==> src/rtl/cta_pkg.sv <==
package cta_pkg;

  localparam int unsigned ChW     = 16;
  localparam int unsigned NumCh   = 3;
  localparam int unsigned RegIdxW = 3;

  typedef logic [ChW-1:0]   ch_t;
  typedef logic [2*ChW-1:0] wide_t;

  localparam ch_t Full = '1;

  typedef enum logic [RegIdxW-1:0] {
    REG_KEY_RED    = 3'd0,
    REG_KEY_GREEN  = 3'd1,
    REG_KEY_BLUE   = 3'd2,
    REG_CLEAR_LIM  = 3'd3,
    REG_OPAQUE_LIM = 3'd4,
    REG_COMPRESS   = 3'd5
  } reg_idx_e;

  typedef enum logic [1:0] {
    CLS_ZERO = 2'd0,
    CLS_FULL = 2'd1,
    CLS_RAMP = 2'd2
  } cls_e;

  typedef struct packed {
    ch_t in_red;
    ch_t in_green;
    ch_t in_blue;
    ch_t in_alpha;
  } pix_in_t;

  typedef struct packed {
    ch_t out_red;
    ch_t out_green;
    ch_t out_blue;
    ch_t out_alpha;
  } pix_out_t;

  typedef struct packed {
    ch_t [NumCh-1:0] key;
    ch_t             clear_lim;
    ch_t             opaque_lim;
    logic            compress;
  } cfg_t;

  typedef struct packed {
    ch_t  [NumCh-1:0] src;
    ch_t              a_src;
    logic [NumCh-1:0] below;
    ch_t  [NumCh-1:0] d;
    cls_e [NumCh-1:0] cls;
    ch_t              tt;
  } pa_t;

  typedef struct packed {
    ch_t  [NumCh-1:0] src;
    ch_t              a_src;
    logic [NumCh-1:0] below;
    ch_t              alpha;
    logic             unmix;
  } pb_t;

  typedef struct packed {
    ch_t  [NumCh-1:0] src;
    ch_t  [NumCh-1:0] c;
    logic [NumCh-1:0] c_high;
    logic             unmix;
    wide_t            aprod;
  } pc_t;

  function automatic ch_t div_full_round(input wide_t p);
    logic [2*ChW:0] y;
    logic [ChW:0]   q0;
    logic [ChW:0]   r;
    logic [ChW:0]   q;
    y  = {1'b0, p} + (2*ChW+1)'(Full >> 1);
    q0 = y[2*ChW:ChW];
    r  = {1'b0, y[ChW-1:0]} + q0;
    q  = q0 + ((r >= {1'b0, Full}) ? (ChW+1)'(1) : (ChW+1)'(0));
    return q[ChW-1:0];
  endfunction

endpackage

==> src/rtl/cta_mid.sv <==
module cta_mid (
  input  logic                                   clk_i,
  input  logic                                   rst_ni,
  input  logic                                   valid_i,
  output logic                                   ready_o,
  input  cta_pkg::ch_t   [cta_pkg::NumCh-1:0]    quo_i,
  input  logic           [cta_pkg::NumCh-1:0]    ovf_i,
  input  cta_pkg::pa_t                           pay_i,
  output logic                                   valid_o,
  input  logic                                   ready_i,
  output cta_pkg::wide_t [cta_pkg::NumCh-1:0]    num_o,
  output cta_pkg::ch_t   [cta_pkg::NumCh-1:0]    den_o,
  output cta_pkg::pb_t                           pay_o
);
  import cta_pkg::*;

  localparam int unsigned NStg = 2;

  logic [NStg-1:0] v_q;
  logic [NStg-1:0] vin;
  logic [NStg:0]   rdy;

  assign rdy[NStg] = ready_i;
  assign vin       = {v_q[NStg-2:0], valid_i};

  for (genvar s = 0; s < NStg; s++) begin : g_rdy
    assign rdy[s] = !v_q[s] || rdy[s+1];
  end

  always_ff @(posedge clk_i or negedge rst_ni) begin
    if (!rst_ni) begin
      v_q <= '0;
    end else begin
      for (int s = 0; s < NStg; s++) begin
        if (rdy[s]) begin
          v_q[s] <= vin[s];
        end
      end
    end
  end

  ch_t [NumCh-1:0] a_c;
  ch_t             alpha;
  ch_t             win_dist;

  always_comb begin
    alpha    = '0;
    win_dist = '0;
    for (int i = 0; i < NumCh; i++) begin
      case (pay_i.cls[i])
        CLS_ZERO: a_c[i] = '0;
        CLS_FULL: a_c[i] = Full;
        CLS_RAMP: a_c[i] = ovf_i[i] ? Full : quo_i[i];
        default:  a_c[i] = '0;
      endcase
    end
    for (int i = 0; i < NumCh; i++) begin
      if (a_c[i] > alpha) begin
        alpha    = a_c[i];
        win_dist = pay_i.d[i];
      end
    end
  end

  pa_t  pa1_q;
  ch_t  alpha1_q;
  ch_t  dist1_q;
  logic unmix1_q;

  always_ff @(posedge clk_i) begin
    if (rdy[0]) begin
      pa1_q    <= pay_i;
      alpha1_q <= alpha;
      dist1_q  <= win_dist;
      unmix1_q <= (alpha > ch_t'(1)) && (win_dist != '0);
    end
  end

  pb_t               pb2_q;
  wide_t [NumCh-1:0] num2_q;
  ch_t   [NumCh-1:0] den2_q;

  always_ff @(posedge clk_i) begin
    if (rdy[1]) begin
      for (int i = 0; i < NumCh; i++) begin
        num2_q[i] <= wide_t'(pa1_q.d[i]) * wide_t'(pa1_q.tt) + wide_t'(dist1_q >> 1);
        den2_q[i] <= dist1_q;
      end
      pb2_q.src   <= pa1_q.src;
      pb2_q.a_src <= pa1_q.a_src;
      pb2_q.below <= pa1_q.below;
      pb2_q.alpha <= alpha1_q;
      pb2_q.unmix <= unmix1_q;
    end
  end

  assign ready_o = rdy[0];
  assign valid_o = v_q[NStg-1];
  assign num_o   = num2_q;
  assign den_o   = den2_q;
  assign pay_o   = pb2_q;

endmodule

==> config.mk <==
export PLATFORM = sky130hd
export DESIGN_NAME = cta_mid
export DESIGN_NICKNAME = d
export VERILOG_FILES = /design/src/rtl/cta_pkg.sv /design/src/rtl/cta_mid.sv
export SDC_FILE = /design/constraint.sdc
export NUM_CORES = 2
export LEC_CHECK = 0
export BUFFER_PORTS_ARGS = -buffer_cell sky130_fd_sc_hd__buf_2
export CAP_MARGIN = 20
export CORE_MARGIN = 2
export CORE_UTILIZATION = 40
export DETAILED_ROUTE_END_ITERATION = 10
export SETUP_SLACK_MARGIN = 0.1
export SLEW_MARGIN = 0
export SYNTH_ARGS = -nofsm -noshare
export SYNTH_HDL_FRONTEND = slang
export SYNTH_SLANG_ARGS = --single-unit
==> constraint.sdc <==
create_clock -name clk_i -period 14.7 [get_ports clk_i]
set_input_delay 0 -clock clk_i [delete_from_list [all_inputs] [get_ports clk_i]]
set_output_delay 0 -clock clk_i [all_outputs]
set_load 0.05 [all_outputs]
==> run metrics <==
status completed; final instance area roughly 0.046 mm2; Synth top area share 0.315; Setup crit end kind flop; Worst Setup EP num_o[62]; reg-to-reg endpoint num_o[62]; H-Tree Depth 2; initial antenna violation count 24; #FFs+latches synth between 300 and 400; CP Data Arrival Time a little under 8000 ps; Post-synth EDFFs 360; RePlAce Congestion between 0.9 and 1; cts bufs inserted 45; count of different cell masters after synthesis between 60 and 70; DR vias/cell roughly 5.1; Post-Syn Area per Cell around 10 um2; synth cell count leaders inv_1 (781), fa_1 (627), nand2_1 (556); Worst-Skew Late Latency 640 ps; 1st-iter DRT viols between 1500 and 2000; core area ~0.099 mm2; R2R Setup Slk approximately 7300 ps; most frequent cell after synthesis inv_1; Placed Area ~0.043 mm2; final core occ 0.464; final WL around 110000 um; Hold WC Path Type input port to flop; num ports about 420; first-pass GRT wire length approximately 170000 um; vias in the first global route around 29000; sequential area share after synthesis 0.273; Area contributors post-synth fa_1 (32%), edfxtp_1 (27%), ha_1 (11%); residual DRC count 0; fin crit share 0.500; Final HPWL DP 83500 um; Post-Syn Nets approximately 5000; Die ar. 0.102 mm2; MaxCap Viol Count 0; Post-CTS Setup Bufs 0; area leader, netlist fa_1; clk sinks between 300 and 400; ys async rst share 0.00552; DRT Pass-1 Iters 7; clk_skew between 20 and 25 ps; Final Setup Violations 0; Initial Utilization 0.404; f_max 0.136 GHz; R2R Path Start pa1_q[10]; worst path required time approximately 15000 ps; RSZ-0062 raised after global routing false; global-route usage over all layers 0.218; Final #Nets around 5500; drt wl/cell slightly below 20 um; die height between 300 and 400 um; CTS clk-pin slew, worst paths 60 ps; mapped cell area approximately 0.04 mm2; final slew viol count 0; Hold Fails Final Rpt 0; post-route ant nets 0; Root Buffer clkbuf_16; Relative slew margins 0.332; YS warnings 0; Top FF cell, synth edfxtp_1; Die W around 320 um; Tightest Pin Transition around 1000 ps; area grow syn2layout 15.0%; Final min period 7350 ps; CTS Hold Buffers Added ~140; Buffers on Ports 421; crit path launch pa1_q[10]; CP Class flop to flop; total number of vias 28600; Clock Tree Buf Depth 3; Row Count 115; share of post-route cells with drive strength above 1 0.123; largest net degree at the start of global routing 71; setup_tns 0 ps; TritonCTS clock tree built; Setup crit start kind flop; crit-path max FO 28; reg2reg path depth 20; post_cts resized 0; gr ovfl total 0; Synth Instances 3844
## stage by stage
step           instances  hold slack, ps  setup slack [ps]
2_1_floorplan       3844            -296              8090
3_3_place_gp        5378            -213              7310
3_5_place_dp        5379            -210              7250
4_1_cts             5598            4.43              7430
5_1_grt             5604            27.5              7110
6_report            5609            31.6              7350
## worst min path at each step
stage / cells after the start / slack [ps] / endpoint / start
6_report: 3 / 30 / v_q[1] / ready_i
5_1_grt: 2 / 30 / pa1_q[89] / pay_i[89]
4_1_cts: 5 / 4 / alpha1_q[8] / quo_i[40]
3_5_place_dp: 1 / -210 / v_q[1] / rst_ni
3_3_place_gp: 1 / -210 / v_q[1] / rst_ni
2_1_floorplan: 0 / -300 / v_q[0] / rst_ni
## sequential cells by signal, summed over array words and instances (netlist names)
signal,count
alpha1_q,16
den_o,16
dist1_q,16
num_o,96
pa1_q,131
pay_o,84
unmix1_q,1
v_q,2
## final cells by class
cell class	instances	area, um2
clock buffer	60	1200
timing repair buffer	584	3670
sequential	362	10900
clock inverter	23	304
antenna	10	25.0
multi-input combinational	2502	25200
tap	1287	1610
inverter	781	2930
fill	9243	52800
## routing by layer
metal | share of wire | GRT usage
met1 | 0.42 | 0.294
met2 | 0.47 | 0.354
met3 | 0.084 | 0.0462
met4 | 0.026 | 0.0605
met5 | 0.0011 | 0
## critical path, cell delays in order (launching register included)
cell and delay, ps:
edfxtp_1 870, buf_4 500, nand2_1 150, fa_1 530, fa_1 540, inv_1 50
fa_1 480, inv_1 50, fa_1 450, fa_1 490, inv_1 50, fa_1 370
ha_1 380, a21oi_1 260, o21bai_1 100, a31o_2 280, a21o_1 180, a211o_1 320
o21ai_0 420, o21ai_0 270, o311ai_0 350
## cells by family (layout without fill, tap and decap cells)
| family | after synthesis | count (layout) | synth area share |
|---|---|---|---|
| AO/OA/AOI/OAI | 421 | 421 | 0.0642 |
| XOR/XNOR | 75 | 75 | 0.0165 |
| adder cells (fa/ha/maj) | 986 | 986 | 0.428 |
| buffers and inverters | 980 | 1448 | 0.0960 |
| flip-flops | 362 | 362 | 0.273 |
| multiplexers | 3 | 3 | 0.000754 |
| other | 0 | 10 | 0 |
| AND/OR/NAND/NOR | 1017 | 1017 | 0.122 |
## cell usage in the layout (no fill, tap or decap), types with 53 or more instances in the layout
cell type,Yosys,routed
nor2_1,54,53
nand2_1,556,556
o21ai_0,101,101
ha_1,359,359
edfxtp_1,360,360
a21oi_1,146,146
inv_1,781,781
fa_1,627,627
xnor2_1,54,54
buf_2,8,421
and2_1,263,263
dlygate4sd3_1,0,136
Power is not shown: default switching activity piles up to over one toggle a cycle in this logic, so the estimate is an artifact.
