**src/rtl/cta_pkg.sv**
```systemverilog
package cta_pkg;

  localparam int unsigned ChW     = 16;
  localparam int unsigned NumCh   = 3;
  localparam int unsigned RegIdxW = 3;

  typedef logic [ChW-1:0]   ch_t;
  typedef logic [2*ChW-1:0] wide_t;

  localparam ch_t Full = '1;

  typedef enum logic [RegIdxW-1:0] {
    REG_KEY_RED    = 3'd0,
    REG_KEY_GREEN  = 3'd1,
    REG_KEY_BLUE   = 3'd2,
    REG_CLEAR_LIM  = 3'd3,
    REG_OPAQUE_LIM = 3'd4,
    REG_COMPRESS   = 3'd5
  } reg_idx_e;

  typedef enum logic [1:0] {
    CLS_ZERO = 2'd0,
    CLS_FULL = 2'd1,
    CLS_RAMP = 2'd2
  } cls_e;

  typedef struct packed {
    ch_t in_red;
    ch_t in_green;
    ch_t in_blue;
    ch_t in_alpha;
  } pix_in_t;

  typedef struct packed {
    ch_t out_red;
    ch_t out_green;
    ch_t out_blue;
    ch_t out_alpha;
  } pix_out_t;

  typedef struct packed {
    ch_t [NumCh-1:0] key;
    ch_t             clear_lim;
    ch_t             opaque_lim;
    logic            compress;
  } cfg_t;

  typedef struct packed {
    ch_t  [NumCh-1:0] src;
    ch_t              a_src;
    logic [NumCh-1:0] below;
    ch_t  [NumCh-1:0] d;
    cls_e [NumCh-1:0] cls;
    ch_t              tt;
  } pa_t;

  typedef struct packed {
    ch_t  [NumCh-1:0] src;
    ch_t              a_src;
    logic [NumCh-1:0] below;
    ch_t              alpha;
    logic             unmix;
  } pb_t;

  typedef struct packed {
    ch_t  [NumCh-1:0] src;
    ch_t  [NumCh-1:0] c;
    logic [NumCh-1:0] c_high;
    logic             unmix;
    wide_t            aprod;
  } pc_t;

  function automatic ch_t div_full_round(input wide_t p);
    logic [2*ChW:0] y;
    logic [ChW:0]   q0;
    logic [ChW:0]   r;
    logic [ChW:0]   q;
    y  = {1'b0, p} + (2*ChW+1)'(Full >> 1);
    q0 = y[2*ChW:ChW];
    r  = {1'b0, y[ChW-1:0]} + q0;
    q  = q0 + ((r >= {1'b0, Full}) ? (ChW+1)'(1) : (ChW+1)'(0));
    return q[ChW-1:0];
  endfunction

endpackage

```
**src/rtl/cta_div.sv**
```systemverilog
module cta_div #(
  parameter int unsigned NUM_W = 32,
  parameter int unsigned DEN_W = 16,
  parameter int unsigned QUO_W = 16,
  parameter int unsigned PAY_W = 8
) (
  input  logic                                       clk_i,
  input  logic                                       rst_ni,
  input  logic                                       valid_i,
  output logic                                       ready_o,
  input  logic [cta_pkg::NumCh-1:0][NUM_W-1:0]       num_i,
  input  logic [cta_pkg::NumCh-1:0][DEN_W-1:0]       den_i,
  input  logic [PAY_W-1:0]                           pay_i,
  output logic                                       valid_o,
  input  logic                                       ready_i,
  output logic [cta_pkg::NumCh-1:0][QUO_W-1:0]       quo_o,
  output logic [cta_pkg::NumCh-1:0]                  ovf_o,
  output logic [PAY_W-1:0]                           pay_o
);
  import cta_pkg::*;

  localparam int unsigned NStg = QUO_W + 1;
  localparam int unsigned CmpW = (NUM_W > DEN_W + QUO_W) ? NUM_W : DEN_W + QUO_W;

  logic [NStg-1:0] v_q;
  logic [NStg-1:0] vin;
  logic [NStg:0]   rdy;

  logic [NumCh-1:0][DEN_W-1:0] r_q   [NStg];
  logic [NumCh-1:0][DEN_W-1:0] den_q [NStg];
  logic [NumCh-1:0][QUO_W-1:0] sh_q  [NStg];
  logic [NumCh-1:0]            ovf_q [NStg];
  logic [PAY_W-1:0]            pay_q [NStg];

  assign rdy[NStg] = ready_i;
  assign vin       = {v_q[NStg-2:0], valid_i};

  for (genvar s = 0; s < NStg; s++) begin : g_rdy
    assign rdy[s] = !v_q[s] || rdy[s+1];
  end

  always_ff @(posedge clk_i or negedge rst_ni) begin
    if (!rst_ni) begin
      v_q <= '0;
    end else begin
      for (int s = 0; s < NStg; s++) begin
        if (rdy[s]) begin
          v_q[s] <= vin[s];
        end
      end
    end
  end

  always_ff @(posedge clk_i) begin
    if (rdy[0]) begin
      for (int c = 0; c < NumCh; c++) begin
        r_q[0][c]   <= DEN_W'(num_i[c] >> QUO_W);
        sh_q[0][c]  <= num_i[c][QUO_W-1:0];
        den_q[0][c] <= den_i[c];
        ovf_q[0][c] <= CmpW'(num_i[c]) >= (CmpW'(den_i[c]) << QUO_W);
      end
      pay_q[0] <= pay_i;
    end
  end

  for (genvar s = 1; s < NStg; s++) begin : g_step
    logic [NumCh-1:0][DEN_W-1:0] r_d;
    logic [NumCh-1:0][QUO_W-1:0] sh_d;
    logic [NumCh-1:0][DEN_W:0]   t;
    logic [NumCh-1:0]            ge;

    always_comb begin
      for (int c = 0; c < NumCh; c++) begin
        t[c]    = {r_q[s-1][c], sh_q[s-1][c][QUO_W-1]};
        ge[c]   = t[c] >= {1'b0, den_q[s-1][c]};
        r_d[c]  = ge[c] ? DEN_W'(t[c] - {1'b0, den_q[s-1][c]}) : t[c][DEN_W-1:0];
        sh_d[c] = {sh_q[s-1][c][QUO_W-2:0], ge[c]};
      end
    end

    always_ff @(posedge clk_i) begin
      if (rdy[s]) begin
        r_q[s]   <= r_d;
        sh_q[s]  <= sh_d;
        den_q[s] <= den_q[s-1];
        ovf_q[s] <= ovf_q[s-1];
        pay_q[s] <= pay_q[s-1];
      end
    end
  end

  assign ready_o = rdy[0];
  assign valid_o = v_q[NStg-1];
  assign quo_o   = sh_q[NStg-1];
  assign ovf_o   = ovf_q[NStg-1];
  assign pay_o   = pay_q[NStg-1];

endmodule

```
**config.mk**
```make
export PLATFORM = sky130hd
export DESIGN_NAME = cta_div
export DESIGN_NICKNAME = d
export VERILOG_FILES = /design/src/rtl/cta_pkg.sv /design/src/rtl/cta_div.sv
export SDC_FILE = /design/constraint.sdc
export NUM_CORES = 2
export LEC_CHECK = 0
export ABC_AREA = 1
export BUFFER_PORTS_ARGS = -buffer_cell sky130_fd_sc_hd__buf_4
export CORE_UTILIZATION = 50
export CTS_CLUSTER_SIZE = 40
export DETAILED_ROUTE_END_ITERATION = 8
export PLACE_DENSITY = 0.62
export SLEW_MARGIN = 20
export SYNTH_ARGS = -nofsm -noshare
export SYNTH_HDL_FRONTEND = slang
export SYNTH_SLANG_ARGS = --single-unit
```
**constraint.sdc**
```tcl
create_clock -name clk_i -period 26.7 [get_ports clk_i]
set_input_delay 2.67 -clock clk_i [delete_from_list [all_inputs] [get_ports clk_i]]
set_output_delay 2.67 -clock clk_i [all_outputs]
set_load 0.02 [all_outputs]
```
==> results.sh <==
export IMPL_synth_edf_count=2539
export IMPL_crit_family="simple AND/OR/NAND/NOR gates"
export IMPL_p_switching_mw=7.38
export IMPL_end_kind="primary output"
export IMPL_grt_ovfl_total=0
export IMPL_power_internal_mw=11.8
export IMPL_clockPowerShare=0.198
export IMPL_hp_class="reg2reg"
export IMPL_first_pass_iters=6
export IMPL_ant_nets=0
export IMPL_slew_violations=0
export IMPL_hold_slack_ns=0.383
export IMPL_seqPwrFrac=0.385
export IMPL_die_area_um2=248000
export IMPL_tns_ns=0
export IMPL_irDropWorstVdd_v=0.0000722
export IMPL_dp_hpwl_um=207000
export IMPL_viasPerCell=5.27
export IMPL_p_leak_nw=57.1
export IMPL_drt_initial_drc_count=4302
export IMPL_worst_path_max_delay_cell="nand4_4"
export IMPL_yosysTopAreaCell="edfxtp_1"
export IMPL_crit_required_ns=24.03
export IMPL_cts_sinks=2556
export IMPL_netlist_instances=10312
export IMPL_final_cell_count_no_fill=14091
export IMPL_place_ws_ns=16.02
export IMPL_clk_pin_slew_ns=0.05
export IMPL_synth_flop_cell="edfxtp_1"
export IMPL_rsz0062_at_grt="false"
export IMPL_post_route_min_period_ns=10.47
export IMPL_nNetsFinal=11705
export IMPL_synth_area_leaders="edfxtp_1 (62%), ha_1 (8.3%), a21oi_1 (4.7%)"
export IMPL_worstMarginPinSlew_ns=1.02
export IMPL_fillers=20336
export IMPL_grt_pass1_wl_um=417000
export IMPL_hold_viol=0
export IMPL_maxCapViolations=0
export IMPL_cp_buffers_inverters=3
export IMPL_fin_crit_sh=0.392
export IMPL_synth_cell_type_count=47
export IMPL_cts_made_buffers=292
export IMPL_syn_nets=11329
export IMPL_final_setup_viol_count=0
export IMPL_cts_root_buf="clkbuf_16"
export IMPL_arrival_ns=7.80
export IMPL_fmax_mhz=95.5
export IMPL_max_slew_margin=0.317
export IMPL_cts_tree="done"
export IMPL_grt_pass1_vias=75437
export IMPL_initial_utilization=0.504
export IMPL_h_tree_depth=5
export IMPL_outcome="finished, final reports clean"
export IMPL_switching_share=0.384
export IMPL_worst_slack_ns=16.23
export IMPL_rows=181
export IMPL_yosysWarnings=0
export IMPL_path_max_fanout=45
export IMPL_synth_top_area_frac=0.620
export IMPL_syn_cell_area_um2=123000
export IMPL_start_kind="input pin"
export IMPL_die_h_um=498
export IMPL_synth_area_per_cell_um2=11.9
export IMPL_ioPinCount=217
export IMPL_clock_latency_ns=0.93
export IMPL_gp_congestion=0.895
export IMPL_power_frac_comb=0.417
export IMPL_num_vias=74242
export IMPL_slowest_delay_ns=0.75
export IMPL_p_per_area_nw_per_um2=141
export IMPL_ctsResizeCount=0
export IMPL_port_buffers=216
export IMPL_cts_setup_buffers=0
export IMPL_crit_chain="buf_4 > inv_1 > nand3_4 > nor2_2 > nand4_4 > nor2_4 > nand4_4 > nor2_2 > nand4_4 > nor2_4 > nand3_4 > buf_4"
export IMPL_wire_per_inst_um=18.9
export IMPL_dp_cells=13596
export IMPL_core_um2=244000
export IMPL_yosysSeqAreaShare=0.623
export IMPL_grt_max_degree=132
export IMPL_area_growth_pct=11.1
export IMPL_grt_usage=0.215
export IMPL_drive_above_1_share=0.0855
export IMPL_drcViolationCount=0
export IMPL_async_flop_share=0.00665
export IMPL_criticalPathCategory="in2out"
export IMPL_p_total_mw=19.2
export IMPL_cts_hold_buffers=0
export IMPL_synth_seq_cells=2556
export IMPL_drt_total_wl_um=267000
export IMPL_path_common_cell="nand4_4"
export IMPL_clk_path_buf_depth=4
export IMPL_die_x_um=498
export IMPL_antenna_found_initial=6
export IMPL_skew_ns=0.0612
## final cells by class
type / count / area [um^2] / share of cell area
sequential: 2556 / 76700 / 0.561
multi-input combinational: 6338 / 40300 / 0.295
clock buffer: 353 / 7700 / 0.0564
inverter: 1255 / 4750 / 0.0347
tap: 3202 / 4010 / 0.0293
timing repair buffer: 245 / 1850 / 0.0135
clock inverter: 139 / 1410 / 0.0103
antenna: 3 / 7.51 / 0.0000549
## Yosys cell counts (27+ instances only)
cell type and number:
ha_1 816, buf_4 80, a21oi_2 128, a21oi_1 1147
inv_1 1255, xnor2_1 405, nand4_1 94, nand3_2 27
o21ai_0 309, nor3_1 76, nand3_1 276, nor2_1 1023
a211oi_1 28, nand2_1 1224, xor2_1 180, fa_1 45
a31oi_1 47, a21o_1 156, o21bai_1 89, edfxtp_1 2539
nor4_1 38, buf_6 42
## cells in the final DEF (no fill, tap or decap), drive strengths merged, types with 26 or more instances in the layout
master,synthesis,routed
buf,163,245
a21o,156,156
xor2,180,180
nor3,76,76
ha,816,816
nor2,1027,1027
a21boi,45,45
a211oi,28,28
nand2,1269,1269
nor4,38,38
edfxtp,2539,2539
nand4,97,97
bufinv,0,26
a21oi,1275,1275
fa,45,45
inv,1255,1265
a31oi,47,47
nand3,303,303
clkinv,0,85
o21bai,89,89
clkbuf,0,353
o21ai,354,354
or2,30,30
xnor2,405,405
## stage by stage
stage	instance area [um^2]	utilization
2_1_floorplan	123000	-
3_3_place_gp	128000	0.523
3_5_place_dp	128000	0.523
4_1_cts	137000	0.560
5_1_grt	137000	0.560
6_report	137000	0.560
## power groups by stage
stage | Combinational, mW | Sequential (mW) | Clock, mW
2_1_floorplan | 6.30 | 7.02 | 0
3_3_place_gp | 7.93 | 7.48 | 0
3_5_place_dp | 8.01 | 7.50 | 0
4_1_cts | 8.06 | 7.43 | 3.92
5_1_grt | 8.99 | 7.53 | 4.07
6_report | 8.02 | 7.40 | 3.81
## kinds of logic after synthesis
| group | count (synthesis) | synth area share |
|---|---|---|
| xor gates and xnor gates | 585 | 0.0416 |
| AOI/OAI and AO/OA | 2026 | 0.0956 |
| DFF | 2556 | 0.623 |
| adders and majority gates | 861 | 0.0903 |
| and+or+nand+nor | 2866 | 0.0994 |
| buffers and inverters | 1418 | 0.0500 |
## sequential cells by signal (all words and copies together) (netlist names)
signal / count
pay_q: 136
r_q: 768
sh_q: 816
v_q: 17
den_q: 768
ovf_q: 51
## path summary, 6_finish.rpt
check / end / slack (ns) / cells after the start / start
max: ready_o / 16.23 / 12 / ready_i
min reg2reg: sh_q[0][274] / 0.38 / 0 / sh_q[0][225]
min in group asynchronous: v_q[15] / 1.61 / 1 / rst_ni
max reg2reg: sh_q[0][24] / 20.25 / 11 / v_q[16]
min: sh_q[0][274] / 0.38 / 0 / sh_q[0][225]
max in group asynchronous: v_q[4] / 24.88 / 1 / rst_ni
## metal layers
| metal | global-route usage | wire, um | part of all wire | vias up |
|---|---|---|---|---|
| li1 | - | - | - | 37056 |
| met1 | 0.268 | 115000 | 0.43 | 35332 |
| met2 | 0.379 | 133000 | 0.50 | 1404 |
| met3 | 0.0310 | 9950 | 0.037 | 450 |
| met4 | 0.0760 | 8760 | 0.033 | 0 |
| met5 | 0 | 0 | 0 | - |
No activity file was read; power rests on OpenSTA's default activity.
