==> config.mk <==
export PLATFORM = sky130hd
export DESIGN_NAME = cta_back
export DESIGN_NICKNAME = d
export VERILOG_FILES = /design/src/rtl/cta_pkg.sv /design/src/rtl/cta_back.sv
export SDC_FILE = /design/constraint.sdc
export NUM_CORES = 1
export LEC_CHECK = 0
export ABC_AREA = 1
export BUFFER_PORTS_ARGS = -buffer_cell sky130_fd_sc_hd__buf_2
export CAP_MARGIN = 20
export CORE_MARGIN = 3
export CORE_UTILIZATION = 60
export CTS_CLUSTER_SIZE = 12
export DETAILED_ROUTE_END_ITERATION = 16
export GPL_ROUTABILITY_DRIVEN = 0
export HOLD_SLACK_MARGIN = 0.15
export PLACE_DENSITY_LB_ADDON = 0.25
export SKIP_LAST_GASP = 1
export SYNTH_ARGS = -nofsm -noshare
export SYNTH_HDL_FRONTEND = slang
export SYNTH_SLANG_ARGS = --single-unit
==> constraint.sdc <==
create_clock -name clk_i -period 20.4 [get_ports clk_i]
set_clock_uncertainty 0.1 [all_clocks]
set_input_delay 3.06 -clock clk_i [delete_from_list [all_inputs] [get_ports clk_i]]
set_output_delay 3.06 -clock clk_i [all_outputs]
set_load 0.01 [all_outputs]
==> src/rtl/cta_pkg.sv <==
package cta_pkg;

  localparam int unsigned ChW     = 16;
  localparam int unsigned NumCh   = 3;
  localparam int unsigned RegIdxW = 3;

  typedef logic [ChW-1:0]   ch_t;
  typedef logic [2*ChW-1:0] wide_t;

  localparam ch_t Full = '1;

  typedef enum logic [RegIdxW-1:0] {
    REG_KEY_RED    = 3'd0,
    REG_KEY_GREEN  = 3'd1,
    REG_KEY_BLUE   = 3'd2,
    REG_CLEAR_LIM  = 3'd3,
    REG_OPAQUE_LIM = 3'd4,
    REG_COMPRESS   = 3'd5
  } reg_idx_e;

  typedef enum logic [1:0] {
    CLS_ZERO = 2'd0,
    CLS_FULL = 2'd1,
    CLS_RAMP = 2'd2
  } cls_e;

  typedef struct packed {
    ch_t in_red;
    ch_t in_green;
    ch_t in_blue;
    ch_t in_alpha;
  } pix_in_t;

  typedef struct packed {
    ch_t out_red;
    ch_t out_green;
    ch_t out_blue;
    ch_t out_alpha;
  } pix_out_t;

  typedef struct packed {
    ch_t [NumCh-1:0] key;
    ch_t             clear_lim;
    ch_t             opaque_lim;
    logic            compress;
  } cfg_t;

  typedef struct packed {
    ch_t  [NumCh-1:0] src;
    ch_t              a_src;
    logic [NumCh-1:0] below;
    ch_t  [NumCh-1:0] d;
    cls_e [NumCh-1:0] cls;
    ch_t              tt;
  } pa_t;

  typedef struct packed {
    ch_t  [NumCh-1:0] src;
    ch_t              a_src;
    logic [NumCh-1:0] below;
    ch_t              alpha;
    logic             unmix;
  } pb_t;

  typedef struct packed {
    ch_t  [NumCh-1:0] src;
    ch_t  [NumCh-1:0] c;
    logic [NumCh-1:0] c_high;
    logic             unmix;
    wide_t            aprod;
  } pc_t;

  function automatic ch_t div_full_round(input wide_t p);
    logic [2*ChW:0] y;
    logic [ChW:0]   q0;
    logic [ChW:0]   r;
    logic [ChW:0]   q;
    y  = {1'b0, p} + (2*ChW+1)'(Full >> 1);
    q0 = y[2*ChW:ChW];
    r  = {1'b0, y[ChW-1:0]} + q0;
    q  = q0 + ((r >= {1'b0, Full}) ? (ChW+1)'(1) : (ChW+1)'(0));
    return q[ChW-1:0];
  endfunction

endpackage

==> src/rtl/cta_back.sv <==
module cta_back (
  input  logic                                   clk_i,
  input  logic                                   rst_ni,
  input  cta_pkg::cfg_t                          cfg_i,
  input  logic                                   valid_i,
  output logic                                   ready_o,
  input  cta_pkg::ch_t   [cta_pkg::NumCh-1:0]    quo_i,
  input  logic           [cta_pkg::NumCh-1:0]    ovf_i,
  input  cta_pkg::pb_t                           pay_i,
  output logic                                   valid_o,
  input  logic                                   ready_i,
  output cta_pkg::wide_t [cta_pkg::NumCh-1:0]    num_o,
  output cta_pkg::ch_t   [cta_pkg::NumCh-1:0]    den_o,
  output cta_pkg::pc_t                           pay_o
);
  import cta_pkg::*;

  localparam int unsigned NStg = 3;

  logic [NStg-1:0] v_q;
  logic [NStg-1:0] vin;
  logic [NStg:0]   rdy;

  assign rdy[NStg] = ready_i;
  assign vin       = {v_q[NStg-2:0], valid_i};

  for (genvar s = 0; s < NStg; s++) begin : g_rdy
    assign rdy[s] = !v_q[s] || rdy[s+1];
  end

  always_ff @(posedge clk_i or negedge rst_ni) begin
    if (!rst_ni) begin
      v_q <= '0;
    end else begin
      for (int s = 0; s < NStg; s++) begin
        if (rdy[s]) begin
          v_q[s] <= vin[s];
        end
      end
    end
  end

  logic [NumCh-1:0][ChW:0] qx;
  logic [NumCh-1:0][ChW:0] c1_x;

  always_comb begin
    for (int i = 0; i < NumCh; i++) begin
      qx[i]   = {1'b0, (ovf_i[i] ? Full : quo_i[i])};
      c1_x[i] = pay_i.below[i] ? {1'b0, cfg_i.key[i]} - qx[i] : {1'b0, cfg_i.key[i]} + qx[i];
    end
  end

  pb_t             pb1_q;
  ch_t [NumCh-1:0] c1_q;

  always_ff @(posedge clk_i) begin
    if (rdy[0]) begin
      pb1_q <= pay_i;
      for (int i = 0; i < NumCh; i++) begin
        c1_q[i] <= c1_x[i][ChW-1:0];
      end
    end
  end

  pb_t              pb2_q;
  ch_t  [NumCh-1:0] c2_q;
  logic [NumCh-1:0] high2_q;
  ch_t  [NumCh-1:0] diff2_q;

  always_ff @(posedge clk_i) begin
    if (rdy[1]) begin
      pb2_q <= pb1_q;
      c2_q  <= c1_q;
      for (int i = 0; i < NumCh; i++) begin
        high2_q[i] <= pb1_q.src[i] < c1_q[i];
        diff2_q[i] <= (pb1_q.src[i] < c1_q[i]) ? c1_q[i] - pb1_q.src[i]
                                               : pb1_q.src[i] - c1_q[i];
      end
    end
  end

  pc_t               pc3_q;
  wide_t [NumCh-1:0] num3_q;
  ch_t   [NumCh-1:0] den3_q;

  always_ff @(posedge clk_i) begin
    if (rdy[2]) begin
      for (int i = 0; i < NumCh; i++) begin
        num3_q[i] <= {diff2_q[i], {ChW{1'b0}}} - wide_t'(diff2_q[i])
                     + wide_t'(pb2_q.alpha >> 1);
        den3_q[i] <= pb2_q.alpha;
      end
      pc3_q.src    <= pb2_q.src;
      pc3_q.c      <= c2_q;
      pc3_q.c_high <= high2_q;
      pc3_q.unmix  <= pb2_q.unmix;
      pc3_q.aprod  <= wide_t'(pb2_q.a_src) * wide_t'(pb2_q.alpha);
    end
  end

  assign ready_o = rdy[0];
  assign valid_o = v_q[NStg-1];
  assign num_o   = num3_q;
  assign den_o   = den3_q;
  assign pay_o   = pc3_q;

endmodule

==> results.md, run 1 <==
* Status: finished clean
* Starting density of the core at slightly above 60%
* ANT nets after route at 0
* Setup TNS at 0 ps
* Worst Path Max Fanout at 59
* Crit Path Class: in -> out
* Worst hold path class: reg -> reg
* Post-CTS Hold Buffers at 0
* HPWL after DPL at between 70000 and 80000 um
* CTS buffer count at 57
* Total vias in the final route at 33074
* GRT overflow at 0
* Full die area at 72200 um^2
* Layout cell share with drive strength beyond 1 at between 10% and 20%
* Most frequent cells in the layout: nand2_1, inv_1, edfxtp_1, buf_2, ha_1
* Core area at between 60000 and 70000 um^2
* FF+latch count, synth at between 500 and 600
* Synth-to-layout area growth at 11.1%
* Mapped Avg Cell Area at between 8 and 9 um^2
* Worst Reg-to-Reg Cells at 20
* Initial antenna violation count at 4
* Clk sinks at around 560
* Fillcell total at 5544
* Later-pin clock latency in the skew report at around 620 ps
* Via density per instance at about 5.2
* R2R Path End: pay_o[23]
* DRC violations left at 0
* CTS tree: done
* R2R Path Start: pb2_q[6]
* FF+latch area at approximately 17000 um^2
* Net Count, Synth at roughly 5700
* Worst path required time at roughly 17000 ps
* Main synth FF type: edfxtp_1
* Row count at 95
* Drt pass-1 iters at 6
* Final wirelength at ~100000 um
* Max Freq at around 120 MHz
* Yosys top cell area share at 40.1%
* Relative slew slack at a little under a fifth
* Post-CTS Setup Inserts at 0
* Sequential element share of the synthesized area at approximately two fifths
* Clock slew at reported path FFs at 60 ps
* RSZ-0062 raised after global routing: false
* Fin nets at just over 6000
* Post-CTS Resized at 0
* Initial DRC count at between 2000 and 3000
* GRT Total Usage at around 28%
* Fin crit share at around two fifths
* Post-Syn Instances at around 5000
* Clock Root Buffer: clkbuf_16
* YS warnings at 0
* # IOs at approximately 500
* First-pass GRT wire length at 161000 um
* Post-synthesis async set-or-reset flop share at 0.540%
* Largest cells by area after synthesis: edfxtp_1, nand2_1, fa_1, inv_1, ha_1
* IO buf count at between 400 and 500
* Reg2Reg Setup Slack at 14230 ps
* Die W at 269 um
* Final hold slack at 301 ps
* CP endpoint kind: output port
* Synth unique cells at between 40 and 50
* Count of final setup violators at 0
* Worst slew pin tran at 1210 ps
* Crit path from: ready_i
* Pins Over Slew Limit at 0
* Wirelength per Cell at between 15 and 20 um
* Final hold vios at 0
* Multi-input gate area at approximately 20000 um^2
* Min Tclk post-route at 8200 ps
* Largest net degree at the start of global routing at 74
* Vias in the first global route at between 30000 and 40000
* EDFF count, synth at approximately 550
* CTS max path bufs at 3
* Worst Setup EP: ready_o
* Max Cap Viol at 0
* CP arrival at 5040 ps
* Cell area after synthesis at a little over 40000 um^2
* Design area at 46000 um^2
* Die extent in y at approximately 270 um
* CP Launch Type: input port
* Commonest non-fill, non-tap cell in the layout: nand2_1
* Leading area contributor after synthesis: edfxtp_1
* Htree depth at 2
* Placed Area at ~44000 um^2
synth_stat cells, types with 2 or more instances:
| library cell | number |
|---|---|
| edfxtp_1 | 553 |
| inv_1 | 1015 |
| nor3_1 | 44 |
| ha_1 | 290 |
| or2_2 | 4 |
| o21ai_0 | 46 |
| nand3_1 | 248 |
| nor2_2 | 12 |
| xnor2_1 | 29 |
| o21bai_1 | 15 |
| a21o_1 | 14 |
| dfrtp_1 | 3 |
| and3_1 | 2 |
| fa_1 | 206 |
| clkbuf_2 | 10 |
| nor2b_1 | 3 |
| buf_6 | 7 |
| buf_2 | 7 |
| buf_4 | 38 |
| inv_4 | 2 |
| o21a_1 | 2 |
| a31oi_1 | 3 |
| a21oi_1 | 139 |
| o21ai_1 | 10 |
| nand3b_1 | 6 |
| xor2_1 | 139 |
| a21oi_2 | 5 |
| clkbuf_1 | 70 |
| inv_2 | 13 |
| nand2_1 | 1665 |
| nor2_4 | 3 |
| and2_1 | 6 |
| nand2_2 | 12 |
| nand2_4 | 3 |
| nand4_1 | 67 |
| o21ai_2 | 6 |
| nor2_1 | 277 |
cells by family (layout without fill, tap and decap cells):
group	after synthesis	after routing	synth area share, %
XOR/XNOR	168	168	3.56
buffers and inverters	1163	1609	11.1
other	0	5	0
AO/OA/AOI/OAI	243	243	3.26
AND/OR/NAND/NOR	2354	2354	23.1
adder cells (fa/ha/maj)	496	496	18.7
flip-flops	556	556	40.3
worst max-delay path: stages:
cell	delay [ps]
buf_2	90
inv_1	80
nand2_4	430
nor2_1	640
nand2_4	450
buf_2	280
metrics by stage:
step	worst slack, ps	util (%)	instances
after floorplan	5600	-	4980
after detailed placement	12140	65.3	6203
after CTS	12130	67.8	6298
final	12200	67.8	6304
after global placement	12220	65.3	6203
after global routing	11990	67.8	6301
layer usage:
layer	vias up	global-route usage, %	part of all wire, %
met5	-	0	0
met4	0	9.38	3.5
met3	227	6.19	9.0
met2	1284	48.0	48
met1	15315	36.2	40
li1	16248	-	-
flip-flops by register name (all words and copies together) (netlist names):
register,count
c2_q,48
pb2_q,81
v_q,3
c1_q,48
den_o,16
diff2_q,48
pb1_q,81
num_o,96
high2_q,3
pay_o,132
how the worst min path moves through the flow:
stage          startpoint          to  slack, ps  cells past startpoint
2_1_floorplan   pb2_q[52]  pay_o[100]        300                      0
3_3_place_gp     c2_q[40]   pay_o[76]        300                      0
3_5_place_dp    pb2_q[61]  pay_o[109]        300                      0
4_1_cts           c2_q[1]   pay_o[37]        310                      0
5_1_grt           c2_q[1]   pay_o[37]        320                      0
6_report          c2_q[1]   pay_o[37]        300                      0
final cells by class:
class	count	area share [%]
multi-input combinational	3261	43.8
clock inverter	19	0.329
antenna	5	0.0272
sequential	556	36.3
timing repair buffer	483	5.38
tap	873	2.38
inverter	1031	8.45
clock buffer	76	3.35
Power of run 1 is not shown: default switching activity piles up to over one toggle a cycle in this logic, so the estimate is an artifact.
==> inputs of run 2 (changes only) <==
ABC_AREA = 0   (was 1)
CORE_UTILIZATION = 59   (was 60)
clock period = 7.74 ns   (was 20.4 ns; I/O delays follow)
==> results.md, run 2 <==
* Later-pin clock latency in the skew report at 630 ps
* Max FFs per register at between 100 and 150
* Pre-CTS WS at 903 ps
* Total vias in the final route at 25233
* Initial antenna violation count at 4
* Relative slew slack at approximately 22%
* Die extent in y at 254 um
* Synth-to-layout area growth at 13.1%
* Max Freq at 144 MHz
* Post-route insts no fill at approximately 4500
* Largest net degree at the start of global routing at 156
* Most frequent CP cell: fa_1
* CP arrival at 7200 ps
* Final hold vios at 0
* Leading area contributor after synthesis: edfxtp_1
* Setup slack after layout at around 800 ps
* CP Launch Type: flop
* Final hold slack at around 220 ps
* EDFF count, synth at between 500 and 600
* Most frequent cells in the layout: edfxtp_1, buf_2, inv_1, ha_1, nand2_1
* Fin crit share at about nine tenths
* Fillcell total at 4592
* DRC violations left at 0
* Sequential element share of the synthesized area at between 40% and 50%
* Largest cells by area after synthesis: edfxtp_1, fa_1, ha_1, inv_1, xnor2_1
* Final wirelength at a little under 90000 um
* FF+latch area at ~17000 um^2
* Compound-gate portion of the synthesized area at 10.7%
* Multi-input gate area at 17500 um^2
* Post-synthesis async set-or-reset flop share at 0.540%
* Max Cap Viol at 0
* CP endpoint kind: flop
* Post-CTS Resized at 0
* Commonest non-fill, non-tap cell in the layout: edfxtp_1
* Row count at 90
* Status: finished clean
* CTS tree: done
* Cell family contributing the most delay on the critical path: adder cells
* Worst Path Max Fanout at 20
* Vias in the first global route at 24755
* Pins Over Slew Limit at 0
* Count of final setup violators at 0
* Mapped Avg Cell Area at 11.3 um^2
* Adder-cell share of the synthesized area at around a fifth
* Clk sinks at 556
* Post-CTS Hold Buffers at 0
* Net Count, Synth at between 3000 and 4000
* IO buf count at ~460
* Yosys top cell area share at a little under half
* Worst hold path class: in -> async
* Reg2Reg Setup Slack at between 800 and 900 ps
* Drt pass-1 iters at 5
* Xor/xnor share of the synthesized area at under 10%
* Synth Area in Simple Gates at a little over a tenth
* YS warnings at 0
* Total placed cells including tap cells at approximately 4300
* ANT nets after route at 0
* Setup TNS at 0 ps
* Cell-by-cell trace of the critical path: nand2_1 > fa_1 > fa_1 > fa_1 > fa_1 > inv_1 > fa_1 > fa_1 > ha_1 > nand4_1 > nor4_1 > nor3_1 > buf_4 > o211ai_1 > a211oi_1 > nor2_1 > a41oi_1 > xnor2_1
* Htree depth at 2
* Post-synthesis mux area share at less than 1%
* HPWL after DPL at roughly 65000 um
* CTS buffer count at 59
* Wirelength per Cell at 19.6 um
* Worst slew pin tran at roughly 1200 ps
* Most common cell in the netlist: edfxtp_1
* Initial DRC count at roughly 1800
* GRT overflow at 0
* Core area at roughly 60000 um^2
* Post-Syn Instances at roughly 3200
* # IOs at approximately 500
* Die W at between 200 and 300 um
* Starting density of the core at about three fifths
* Main synth FF type: edfxtp_1
* Via density per instance at about 5.7
* Fin nets at roughly 4300
* Clock slew at reported path FFs at 70 ps
* WP buf/inv at 2
* Full die area at ~64000 um^2
* Worst path required time at about 8000 ps
* Crit Path Class: reg -> reg
* RSZ-0062 raised after global routing: false
* Synth unique cells at slightly below 80
* First-pass GRT wire length at about 130000 um
* Layout cell share with drive strength beyond 1 at 16.2%
* Post-synth top cells: edfxtp_1, inv_1, ha_1
* Post-CTS Setup Inserts at 0
* FF+latch count, synth at between 500 and 600
* CP peak stage delay at slightly below 1000 ps
* CTS max path bufs at 3
* Combinational family with the most area after synthesis: adder cells
* Min Tclk post-route at 6930 ps
* Cell area after synthesis at between 30000 and 40000 um^2
* GRT Total Usage at 26.7%
* Slowest CP cell: edfxtp_1
* Clock Root Buffer: clkbuf_16
## run 2: metrics by stage
| step | util (%) | cell area, um^2 |
|---|---|---|
| floorplan | - | 36300 |
| detailed placement | 64.7 | 39200 |
| global route | 67.7 | 41000 |
| CTS | 67.7 | 41000 |
| global placement | 64.7 | 39200 |
| finish | 67.7 | 41000 |
## run 2: cell families (layout without fill, tap and decap cells)
kind of cell,count (synthesis),after routing
muxes,15,15
xor gates and xnor gates,210,210
buffers and inverters,532,996
other,0,3
DFF,556,556
AOI/OAI and AO/OA,613,613
adders and majority gates,496,496
and+or+nand+nor,780,780
## run 2: layout make-up
| class | instances | share of cell area [%] |
|---|---|---|
| timing repair buffer | 486 | 6.16 |
| tap | 782 | 2.39 |
| inverter | 410 | 3.75 |
| clock buffer | 74 | 3.81 |
| antenna | 3 | 0.0183 |
| clock inverter | 26 | 0.622 |
| sequential | 556 | 40.7 |
| multi-input combinational | 2114 | 42.6 |
## run 2: path summary, 6_finish.rpt
check	from	to	depth (start not counted)
setup reg to reg	pb2_q[3]	pay_o[30]	18
hold reg to reg	pb1_q[6]	pb2_q[6]	0
setup / recovery	pb2_q[3]	pay_o[30]	18
hold / removal	rst_ni	v_q[0]	1
min in group clk_i	pb1_q[6]	pb2_q[6]	0
max in group asynchronous	rst_ni	v_q[1]	1
## run 2: per-layer routing
layer	track usage, %	part of all wire [%]	vias to the layer above
met2	45.2	49	1012
met3	5.63	8.4	181
li1	-	-	11906
met4	8.93	3.2	2
met5	0	0.015	-
met1	34.6	40	12132
## run 2: worst register-to-register path: stages, from the launching register on
cell      delay [ps]
edfxtp_1         990
nand2_1          190
fa_1             520
fa_1             580
fa_1             450
fa_1             540
inv_1             50
fa_1             500
fa_1             430
ha_1             400
nand4_1          170
nor4_1            80
nor3_1           300
buf_4            210
o211ai_1         110
a211oi_1         480
nor2_1           150
a41oi_1          320
xnor2_1          100
Power of run 2 is left out for the same reason.
