<file path="src/rtl/cta_pkg.sv">
package cta_pkg;

  localparam int unsigned ChW     = 16;
  localparam int unsigned NumCh   = 3;
  localparam int unsigned RegIdxW = 3;

  typedef logic [ChW-1:0]   ch_t;
  typedef logic [2*ChW-1:0] wide_t;

  localparam ch_t Full = '1;

  typedef enum logic [RegIdxW-1:0] {
    REG_KEY_RED    = 3'd0,
    REG_KEY_GREEN  = 3'd1,
    REG_KEY_BLUE   = 3'd2,
    REG_CLEAR_LIM  = 3'd3,
    REG_OPAQUE_LIM = 3'd4,
    REG_COMPRESS   = 3'd5
  } reg_idx_e;

  typedef enum logic [1:0] {
    CLS_ZERO = 2'd0,
    CLS_FULL = 2'd1,
    CLS_RAMP = 2'd2
  } cls_e;

  typedef struct packed {
    ch_t in_red;
    ch_t in_green;
    ch_t in_blue;
    ch_t in_alpha;
  } pix_in_t;

  typedef struct packed {
    ch_t out_red;
    ch_t out_green;
    ch_t out_blue;
    ch_t out_alpha;
  } pix_out_t;

  typedef struct packed {
    ch_t [NumCh-1:0] key;
    ch_t             clear_lim;
    ch_t             opaque_lim;
    logic            compress;
  } cfg_t;

  typedef struct packed {
    ch_t  [NumCh-1:0] src;
    ch_t              a_src;
    logic [NumCh-1:0] below;
    ch_t  [NumCh-1:0] d;
    cls_e [NumCh-1:0] cls;
    ch_t              tt;
  } pa_t;

  typedef struct packed {
    ch_t  [NumCh-1:0] src;
    ch_t              a_src;
    logic [NumCh-1:0] below;
    ch_t              alpha;
    logic             unmix;
  } pb_t;

  typedef struct packed {
    ch_t  [NumCh-1:0] src;
    ch_t  [NumCh-1:0] c;
    logic [NumCh-1:0] c_high;
    logic             unmix;
    wide_t            aprod;
  } pc_t;

  function automatic ch_t div_full_round(input wide_t p);
    logic [2*ChW:0] y;
    logic [ChW:0]   q0;
    logic [ChW:0]   r;
    logic [ChW:0]   q;
    y  = {1'b0, p} + (2*ChW+1)'(Full >> 1);
    q0 = y[2*ChW:ChW];
    r  = {1'b0, y[ChW-1:0]} + q0;
    q  = q0 + ((r >= {1'b0, Full}) ? (ChW+1)'(1) : (ChW+1)'(0));
    return q[ChW-1:0];
  endfunction

endpackage

</file>
<file path="src/rtl/cta_front.sv">
module cta_front (
  input  logic                                   clk_i,
  input  logic                                   rst_ni,
  input  cta_pkg::cfg_t                          cfg_i,
  input  logic                                   valid_i,
  output logic                                   ready_o,
  input  cta_pkg::pix_in_t                       pix_i,
  output logic                                   valid_o,
  input  logic                                   ready_i,
  output cta_pkg::wide_t [cta_pkg::NumCh-1:0]    num_o,
  output cta_pkg::ch_t   [cta_pkg::NumCh-1:0]    den_o,
  output cta_pkg::pa_t                           pay_o
);
  import cta_pkg::*;

  localparam int unsigned NStg = 5;

  logic [NStg-1:0] v_q;
  logic [NStg-1:0] vin;
  logic [NStg:0]   rdy;

  assign rdy[NStg] = ready_i;
  assign vin       = {v_q[NStg-2:0], valid_i};

  for (genvar s = 0; s < NStg; s++) begin : g_rdy
    assign rdy[s] = !v_q[s] || rdy[s+1];
  end

  always_ff @(posedge clk_i or negedge rst_ni) begin
    if (!rst_ni) begin
      v_q <= '0;
    end else begin
      for (int s = 0; s < NStg; s++) begin
        if (rdy[s]) begin
          v_q[s] <= vin[s];
        end
      end
    end
  end

  pix_in_t pix1_q;
  ch_t [NumCh-1:0] src1;

  always_ff @(posedge clk_i) begin
    if (rdy[0]) begin
      pix1_q <= pix_i;
    end
  end

  assign src1 = {pix1_q.in_blue, pix1_q.in_green, pix1_q.in_red};

  ch_t  [NumCh-1:0] ext_e;
  ch_t              ext;
  logic [NumCh-1:0] below2_d;
  ch_t  [NumCh-1:0] d2_d;

  always_comb begin
    ext = '0;
    for (int i = 0; i < NumCh; i++) begin
      ext_e[i]    = (cfg_i.key[i] > Full - cfg_i.key[i]) ? cfg_i.key[i] : Full - cfg_i.key[i];
      below2_d[i] = src1[i] < cfg_i.key[i];
      d2_d[i]     = below2_d[i] ? cfg_i.key[i] - src1[i] : src1[i] - cfg_i.key[i];
    end
    for (int i = 0; i < NumCh; i++) begin
      if (ext_e[i] > ext) begin
        ext = ext_e[i];
      end
    end
  end

  ch_t  [NumCh-1:0] src2_q;
  ch_t              a2_q;
  logic [NumCh-1:0] below2_q;
  ch_t  [NumCh-1:0] d2_q;
  wide_t            ptt2_q;
  wide_t            pot2_q;

  always_ff @(posedge clk_i) begin
    if (rdy[1]) begin
      src2_q   <= src1;
      a2_q     <= pix1_q.in_alpha;
      below2_q <= below2_d;
      d2_q     <= d2_d;
      ptt2_q   <= wide_t'(cfg_i.clear_lim) * wide_t'(ext);
      pot2_q   <= wide_t'(cfg_i.opaque_lim) * wide_t'(ext);
    end
  end

  ch_t  [NumCh-1:0] src3_q;
  ch_t              a3_q;
  logic [NumCh-1:0] below3_q;
  ch_t  [NumCh-1:0] d3_q;
  ch_t              tt3_q;
  ch_t              ot3_q;

  always_ff @(posedge clk_i) begin
    if (rdy[2]) begin
      src3_q   <= src2_q;
      a3_q     <= a2_q;
      below3_q <= below2_q;
      d3_q     <= d2_q;
      tt3_q    <= cfg_i.compress ? div_full_round(ptt2_q) : cfg_i.clear_lim;
      ot3_q    <= cfg_i.compress ? div_full_round(pot2_q) : cfg_i.opaque_lim;
    end
  end

  pa_t             pa4_d;
  ch_t [NumCh-1:0] room;
  ch_t [NumCh-1:0] lim;
  ch_t [NumCh-1:0] den4_d;
  ch_t [NumCh-1:0] dt4_d;

  always_comb begin
    pa4_d.src   = src3_q;
    pa4_d.a_src = a3_q;
    pa4_d.below = below3_q;
    pa4_d.d     = d3_q;
    pa4_d.tt    = tt3_q;
    for (int i = 0; i < NumCh; i++) begin
      room[i]   = below3_q[i] ? cfg_i.key[i] : Full - cfg_i.key[i];
      lim[i]    = (ot3_q < room[i]) ? ot3_q : room[i];
      den4_d[i] = (lim[i] > tt3_q) ? lim[i] - tt3_q : ch_t'(1);
      dt4_d[i]  = d3_q[i] - tt3_q;
      if (d3_q[i] <= tt3_q) begin
        pa4_d.cls[i] = CLS_ZERO;
      end else if (d3_q[i] >= ot3_q) begin
        pa4_d.cls[i] = CLS_FULL;
      end else begin
        pa4_d.cls[i] = CLS_RAMP;
      end
    end
  end

  pa_t             pa4_q;
  ch_t [NumCh-1:0] den4_q;
  ch_t [NumCh-1:0] dt4_q;

  always_ff @(posedge clk_i) begin
    if (rdy[3]) begin
      pa4_q  <= pa4_d;
      den4_q <= den4_d;
      dt4_q  <= dt4_d;
    end
  end

  wide_t [NumCh-1:0] num5_d;

  always_comb begin
    for (int i = 0; i < NumCh; i++) begin
      num5_d[i] = {dt4_q[i], {ChW{1'b0}}} - wide_t'(dt4_q[i]) + wide_t'(den4_q[i] >> 1);
    end
  end

  pa_t               pa5_q;
  ch_t   [NumCh-1:0] den5_q;
  wide_t [NumCh-1:0] num5_q;

  always_ff @(posedge clk_i) begin
    if (rdy[4]) begin
      pa5_q  <= pa4_q;
      den5_q <= den4_q;
      num5_q <= num5_d;
    end
  end

  assign ready_o = rdy[0];
  assign valid_o = v_q[NStg-1];
  assign num_o   = num5_q;
  assign den_o   = den5_q;
  assign pay_o   = pa5_q;

endmodule

</file>
<file path="config.mk">
export PLATFORM = sky130hd
export DESIGN_NAME = cta_front
export DESIGN_NICKNAME = d
export VERILOG_FILES = /design/src/rtl/cta_pkg.sv /design/src/rtl/cta_front.sv
export SDC_FILE = /design/constraint.sdc
export NUM_CORES = 2
export LEC_CHECK = 0
export ABC_CLOCK_PERIOD_IN_PS = 7500
export BUFFER_PORTS_ARGS = -buffer_cell sky130_fd_sc_hd__buf_2
export CORE_MARGIN = 10
export CORE_UTILIZATION = 56
export DETAILED_ROUTE_END_ITERATION = 16
export PLACE_DENSITY = 0.78
export SLEW_MARGIN = 20
export SYNTH_ARGS = -nofsm -noshare
export SYNTH_HDL_FRONTEND = slang
export SYNTH_SLANG_ARGS = --single-unit
</file>
<file path="constraint.sdc">
create_clock -name clk_i -period 7.5 [get_ports clk_i]
set_clock_uncertainty 0.05 [all_clocks]
set_input_delay 0.375 -clock clk_i [delete_from_list [all_inputs] [get_ports clk_i]]
set_output_delay 0.375 -clock clk_i [all_outputs]
set_load 0.02 [all_outputs]
</file>
==> results <==
- The run finished, with violations left.
- The checks that failed: negative setup slack.
- The path depth of the worst reg2reg path is 19.
- Among cell families on the critical path, the largest total delay comes from adder cells.
- The critical path runs through a total of 42 cells.
- The number of sinks handled by clock tree synthesis is 909.
- After detailed routing, the number of vias per cell comes to 5.65.
- The post-route minimum period is 9220 ps.
- The reg2reg setup slack is 640 ps.
- Data on the critical path arrives at its endpoint at 9570 ps.
- The count of cells along the worst hold path is 3.
- The nature of the critical path endpoint is a register.
- Of the synthesized area, sequential elements account for 0.427.
- At the end of the flow, the number of nets in the layout was 7686.
- By instance count, the cell type seen most on the critical path is sky130_fd_sc_hd__fa_1.
- The number of nets in the synthesized netlist is 6780.
- The worst-skew pair later-pin latency is 700 ps.
- By area the synthesized netlist is led by sky130_fd_sc_hd__edfxtp_1 42%, sky130_fd_sc_hd__fa_1 13%, sky130_fd_sc_hd__ha_1 12%, sky130_fd_sc_hd__inv_1 4.7%, sky130_fd_sc_hd__xnor2_1 3.5%.
- The first global-routing pass estimated 272000 microns of wire.
- Setup repair after global routing could not meet its margin everywhere.
- The worst setup path is of the primary input to register kind.
- The largest incremental delay on the critical path is 540 ps.
- The initial antenna violation count is 19.
- The cell with the largest stage delay on the worst path is sky130_fd_sc_hd__fa_1.
- The half-perimeter wire length after placement is 139000 microns.
- The final hold violation count is 0.
- Port buffering added 431 buffers.
- The count of fill cells added during filler insertion is 8149.
- The H-tree was split into 3 levels.
- The detailed router finished its first iteration with 3562 violations.
- The tool flagged a number of max-cap violations equal to 0.
- The maximum clock path buffer count is 3.
- The total of warnings raised by yosys is 0.
- The highest attainable clock frequency is 108 MHz.
- Headroom to the max-slew limit came out at 0.340.
- The number of clock buffers added by TritonCTS is 92.
- TritonCTS built the clock tree.
- In the global route stage, met3 resource usage came out at 0.0576.
- STA classifies the critical path startpoint as a primary input.
- Pin placement for this block handled 432 I/O pins.
- The number of global-route vias before repair is 47100.
- For this run, design rule violations remaining after detail routing come to 0.
- The post-synthesis cell type count is 92.
- The average size of a mapped cell is 11.4 sq um.
- In this run the cell area of the synthesized design comes to 63900 sq um.
- The placeable core region is 113000 sq um.
- The row count is 123.
- Counting every instance in the synthesized netlist gives 5623.
- Of the cells placed in the final design, the portion with a size suffix greater than 1 is 0.207.
- In this run the worst hold path is classified as primary input to register.
- The number of slew-limit violations in the final report is 0.
- Across all layers, the routed design uses 45800 vias.
- For this run, global-route usage on met2 was measured as 0.470.
- The most used flip-flop cell after synthesis is sky130_fd_sc_hd__edfxtp_1.
- The layer flagged by global routing as most heavily used is met2.
- The die covers 128000 sq um.
- Entering global routing, the biggest net connects 158 pins.
- Setup violations remaining at the end of the flow were counted as 48.
- Routability-driven placement finished with a final weighted congestion of 0.950.
- The number of enable-type register cells in the synthesized netlist is 904.
- The final global-route overflow total is 0.
- The data required time at the worst endpoint is 7850 ps.
- Counting both buffers and inverters, the worst setup path holds a total of 13.
- Compared with the post-synthesis result, the final layout area differs by 20.7%.
- At the pin with the least slew margin, the transition time is 990 ps.
- The y dimension of the die is 358 microns.
- After clock tree synthesis, the clock-pin slew on the worst setup and hold paths is 60 ps.
- The maximum fanout count along the critical path is 8.
- The biggest area consumer among synthesized cells is sky130_fd_sc_hd__edfxtp_1.
- The share of synthesized area in the top cell type comes to 0.425.
- The wire length reported by the detailed router is 181000 microns.
- The die width is 358 microns.
- The clock root buffer is sky130_fd_sc_hd__clkbuf_16.
- The worst slack after detailed placement is -2940 ps.
- The antenna violation net count after detailed routing is 0.
- Synthesis inferred 909 register bits.
- The initial core utilization is 0.566.
- Of the available clock period, the critical path in the final layout requires 1.23.
- The fraction of met1 tracks used by global routing is 0.339.
- The first detailed-routing pass took 8 iterations.
- In the final routed layout, each cell accounts on average for 22.3 microns.
- Of all flip-flops after synthesis, the portion carrying an async set or reset was 0.00550.
- Across every metal layer, demand over resource in global routing totals 0.276.
- The worst setup margin is -1720 ps.
[path summary, 6_finish.rpt]
kind,endpoint,startpoint
setup reg to reg,ot3_q[15]$_DFFE_PP_,pot2_q[10]$_DFFE_PP_
min in group asynchronous,v_q[4]$_DFFE_PN0P_,rst_ni
max in group asynchronous,v_q[3]$_DFFE_PN0P_,rst_ni
hold reg to reg,pa4_d[91]$_DFFE_PP_,src2_q[2]$_DFFE_PP_
hold / removal,v_q[4]$_DFFE_PN0P_,ready_i
setup / recovery,ptt2_q[26]$_DFFE_PP_,cfg_i[48]
[layout make-up]
cell class | instances | area, sq um | share of cell area
timing repair buffer | 947 | 6780 | 0.0879
clock inverter | 54 | 648 | 0.00840
antenna | 7 | 17.5 | 0.000227
tap | 1500 | 1880 | 0.0243
multi-input combinational | 3773 | 35000 | 0.455
inverter | 806 | 3030 | 0.0393
clock buffer | 115 | 2440 | 0.0317
sequential | 909 | 27300 | 0.354
[logic make-up after synthesis]
group / Yosys count / synth area share
AND/OR/NAND/NOR: 1392 / 0.110
adder cells (fa/ha/maj): 1008 / 0.245
buffers and inverters: 941 / 0.0561
flip-flops: 909 / 0.427
AO/OA/AOI/OAI: 824 / 0.0846
XOR/XNOR: 427 / 0.0585
multiplexers: 122 / 0.0195
[layout by cell type, fill, tap and decap left out, types with 19 or more instances in the layout]
cell / instances
sky130_fd_sc_hd__buf_2: 425
sky130_fd_sc_hd__a21oi_1: 193
sky130_fd_sc_hd__o21a_1: 47
sky130_fd_sc_hd__and3_1: 25
sky130_fd_sc_hd__a211oi_1: 29
sky130_fd_sc_hd__a31oi_1: 19
sky130_fd_sc_hd__fa_2: 23
sky130_fd_sc_hd__o21ai_0: 149
sky130_fd_sc_hd__inv_1: 771
sky130_fd_sc_hd__ha_4: 38
sky130_fd_sc_hd__nand2_1: 400
sky130_fd_sc_hd__mux2i_1: 81
sky130_fd_sc_hd__mux2i_4: 20
sky130_fd_sc_hd__clkbuf_1: 20
sky130_fd_sc_hd__nor3_1: 72
sky130_fd_sc_hd__dlygate4sd3_1: 68
sky130_fd_sc_hd__nand2b_1: 46
sky130_fd_sc_hd__nand2_2: 19
sky130_fd_sc_hd__nand4_1: 66
sky130_fd_sc_hd__buf_6: 52
sky130_fd_sc_hd__clkbuf_16: 97
sky130_fd_sc_hd__nor2_1: 246
sky130_fd_sc_hd__xnor2_1: 227
sky130_fd_sc_hd__edfxtp_1: 904
sky130_fd_sc_hd__ha_1: 557
sky130_fd_sc_hd__mux2_2: 19
sky130_fd_sc_hd__a21oi_2: 21
sky130_fd_sc_hd__and2_1: 217
sky130_fd_sc_hd__o21bai_1: 26
sky130_fd_sc_hd__or3_1: 32
sky130_fd_sc_hd__nor2b_1: 66
sky130_fd_sc_hd__nand3_1: 63
sky130_fd_sc_hd__fa_1: 382
sky130_fd_sc_hd__buf_4: 370
sky130_fd_sc_hd__nor4_1: 21
sky130_fd_sc_hd__inv_2: 34
sky130_fd_sc_hd__xor2_1: 170
sky130_fd_sc_hd__a21o_1: 143
[Yosys cell counts, drive strengths merged, types with 13 or more instances]
| cell type | number |
|---|---|
| and2 | 231 |
| nand2b | 47 |
| or2 | 16 |
| nor4 | 25 |
| xnor2 | 253 |
| mux2 | 19 |
| buf | 20 |
| a21oi | 221 |
| nor2 | 251 |
| nand3 | 65 |
| edfxtp | 904 |
| o21a | 47 |
| inv | 806 |
| o21bai | 27 |
| o41ai | 14 |
| nand2 | 431 |
| o31ai | 16 |
| clkbuf | 115 |
| a21boi | 16 |
| nand4 | 66 |
| or3 | 34 |
| a21o | 143 |
| a31oi | 22 |
| nor3 | 74 |
| xor2 | 174 |
| fa | 405 |
| a211oi | 36 |
| nand3b | 13 |
| ha | 603 |
| and3 | 31 |
| o21ai | 168 |
| nor2b | 69 |
| mux2i | 103 |
[worst register-to-register path: stages, from the launching register on]
cell,delay (ps)
sky130_fd_sc_hd__edfxtp_1,420
sky130_fd_sc_hd__or4_4,600
sky130_fd_sc_hd__nor4_4,560
sky130_fd_sc_hd__a21boi_0,280
sky130_fd_sc_hd__xor2_1,560
sky130_fd_sc_hd__ha_1,380
sky130_fd_sc_hd__a21o_1,220
sky130_fd_sc_hd__a2111oi_0,490
sky130_fd_sc_hd__o21bai_1,160
sky130_fd_sc_hd__a31oi_1,410
sky130_fd_sc_hd__o311ai_0,230
sky130_fd_sc_hd__a21oi_1,230
sky130_fd_sc_hd__xor2_1,90
sky130_fd_sc_hd__o41ai_1,440
sky130_fd_sc_hd__ha_1,280
sky130_fd_sc_hd__and2_2,190
sky130_fd_sc_hd__nand3_1,200
sky130_fd_sc_hd__nor4_1,310
sky130_fd_sc_hd__xnor2_1,140
sky130_fd_sc_hd__mux2i_1,400
[metrics by stage]
| stage | setup TNS, ps | std cells | hold WS, ps | cell area [sq um] | util |
|---|---|---|---|---|---|
| finish | -57120 | 8111 | 146 | 77100 | 0.683 |
| global route | -72470 | 8105 | 144 | 77100 | 0.683 |
| CTS | -59150 | 8063 | 112 | 75900 | 0.672 |
| detailed placement | -123050 | 7782 | 149 | 71000 | 0.628 |
| global placement | -114600 | 7782 | 145 | 71000 | 0.628 |
| floorplan | -157210 | 5623 | 29.4 | 64800 | - |
[layer usage]
metal | vias to the layer above | share of wire
li1 | 21200 | -
met1 | 22300 | 0.38
met2 | 1844 | 0.49
met3 | 452 | 0.087
met4 | 24 | 0.045
met5 | - | 0.00087
[flip-flops by register name, summed over array words and instances, names as in the netlist]
signal    cells
num_o        96
ptt2_q       32
below3_q      3
pay_o       137
a2_q         16
d3_q         48
pix1_q       64
v_q           5
d2_q         48
pot2_q       32
pa4_d        48
den4_q       48
tt3_q        16
a3_q         16
src2_q       48
pa4_q       137
dt4_q        48
den_o        48
below2_q      3
ot3_q        16
[timing repair]
action	4_1_cts	5_1_grt
gates cloned	2	3
hold buffers	68	0
endpoints found under the setup margin	52	52
resized for setup	166	179
hold endpoints to repair	70	0
pin swaps	83	95
buffers inserted	46	40
Power is not shown: default switching activity piles up to over one toggle a cycle in this logic, so the estimate is an artifact.
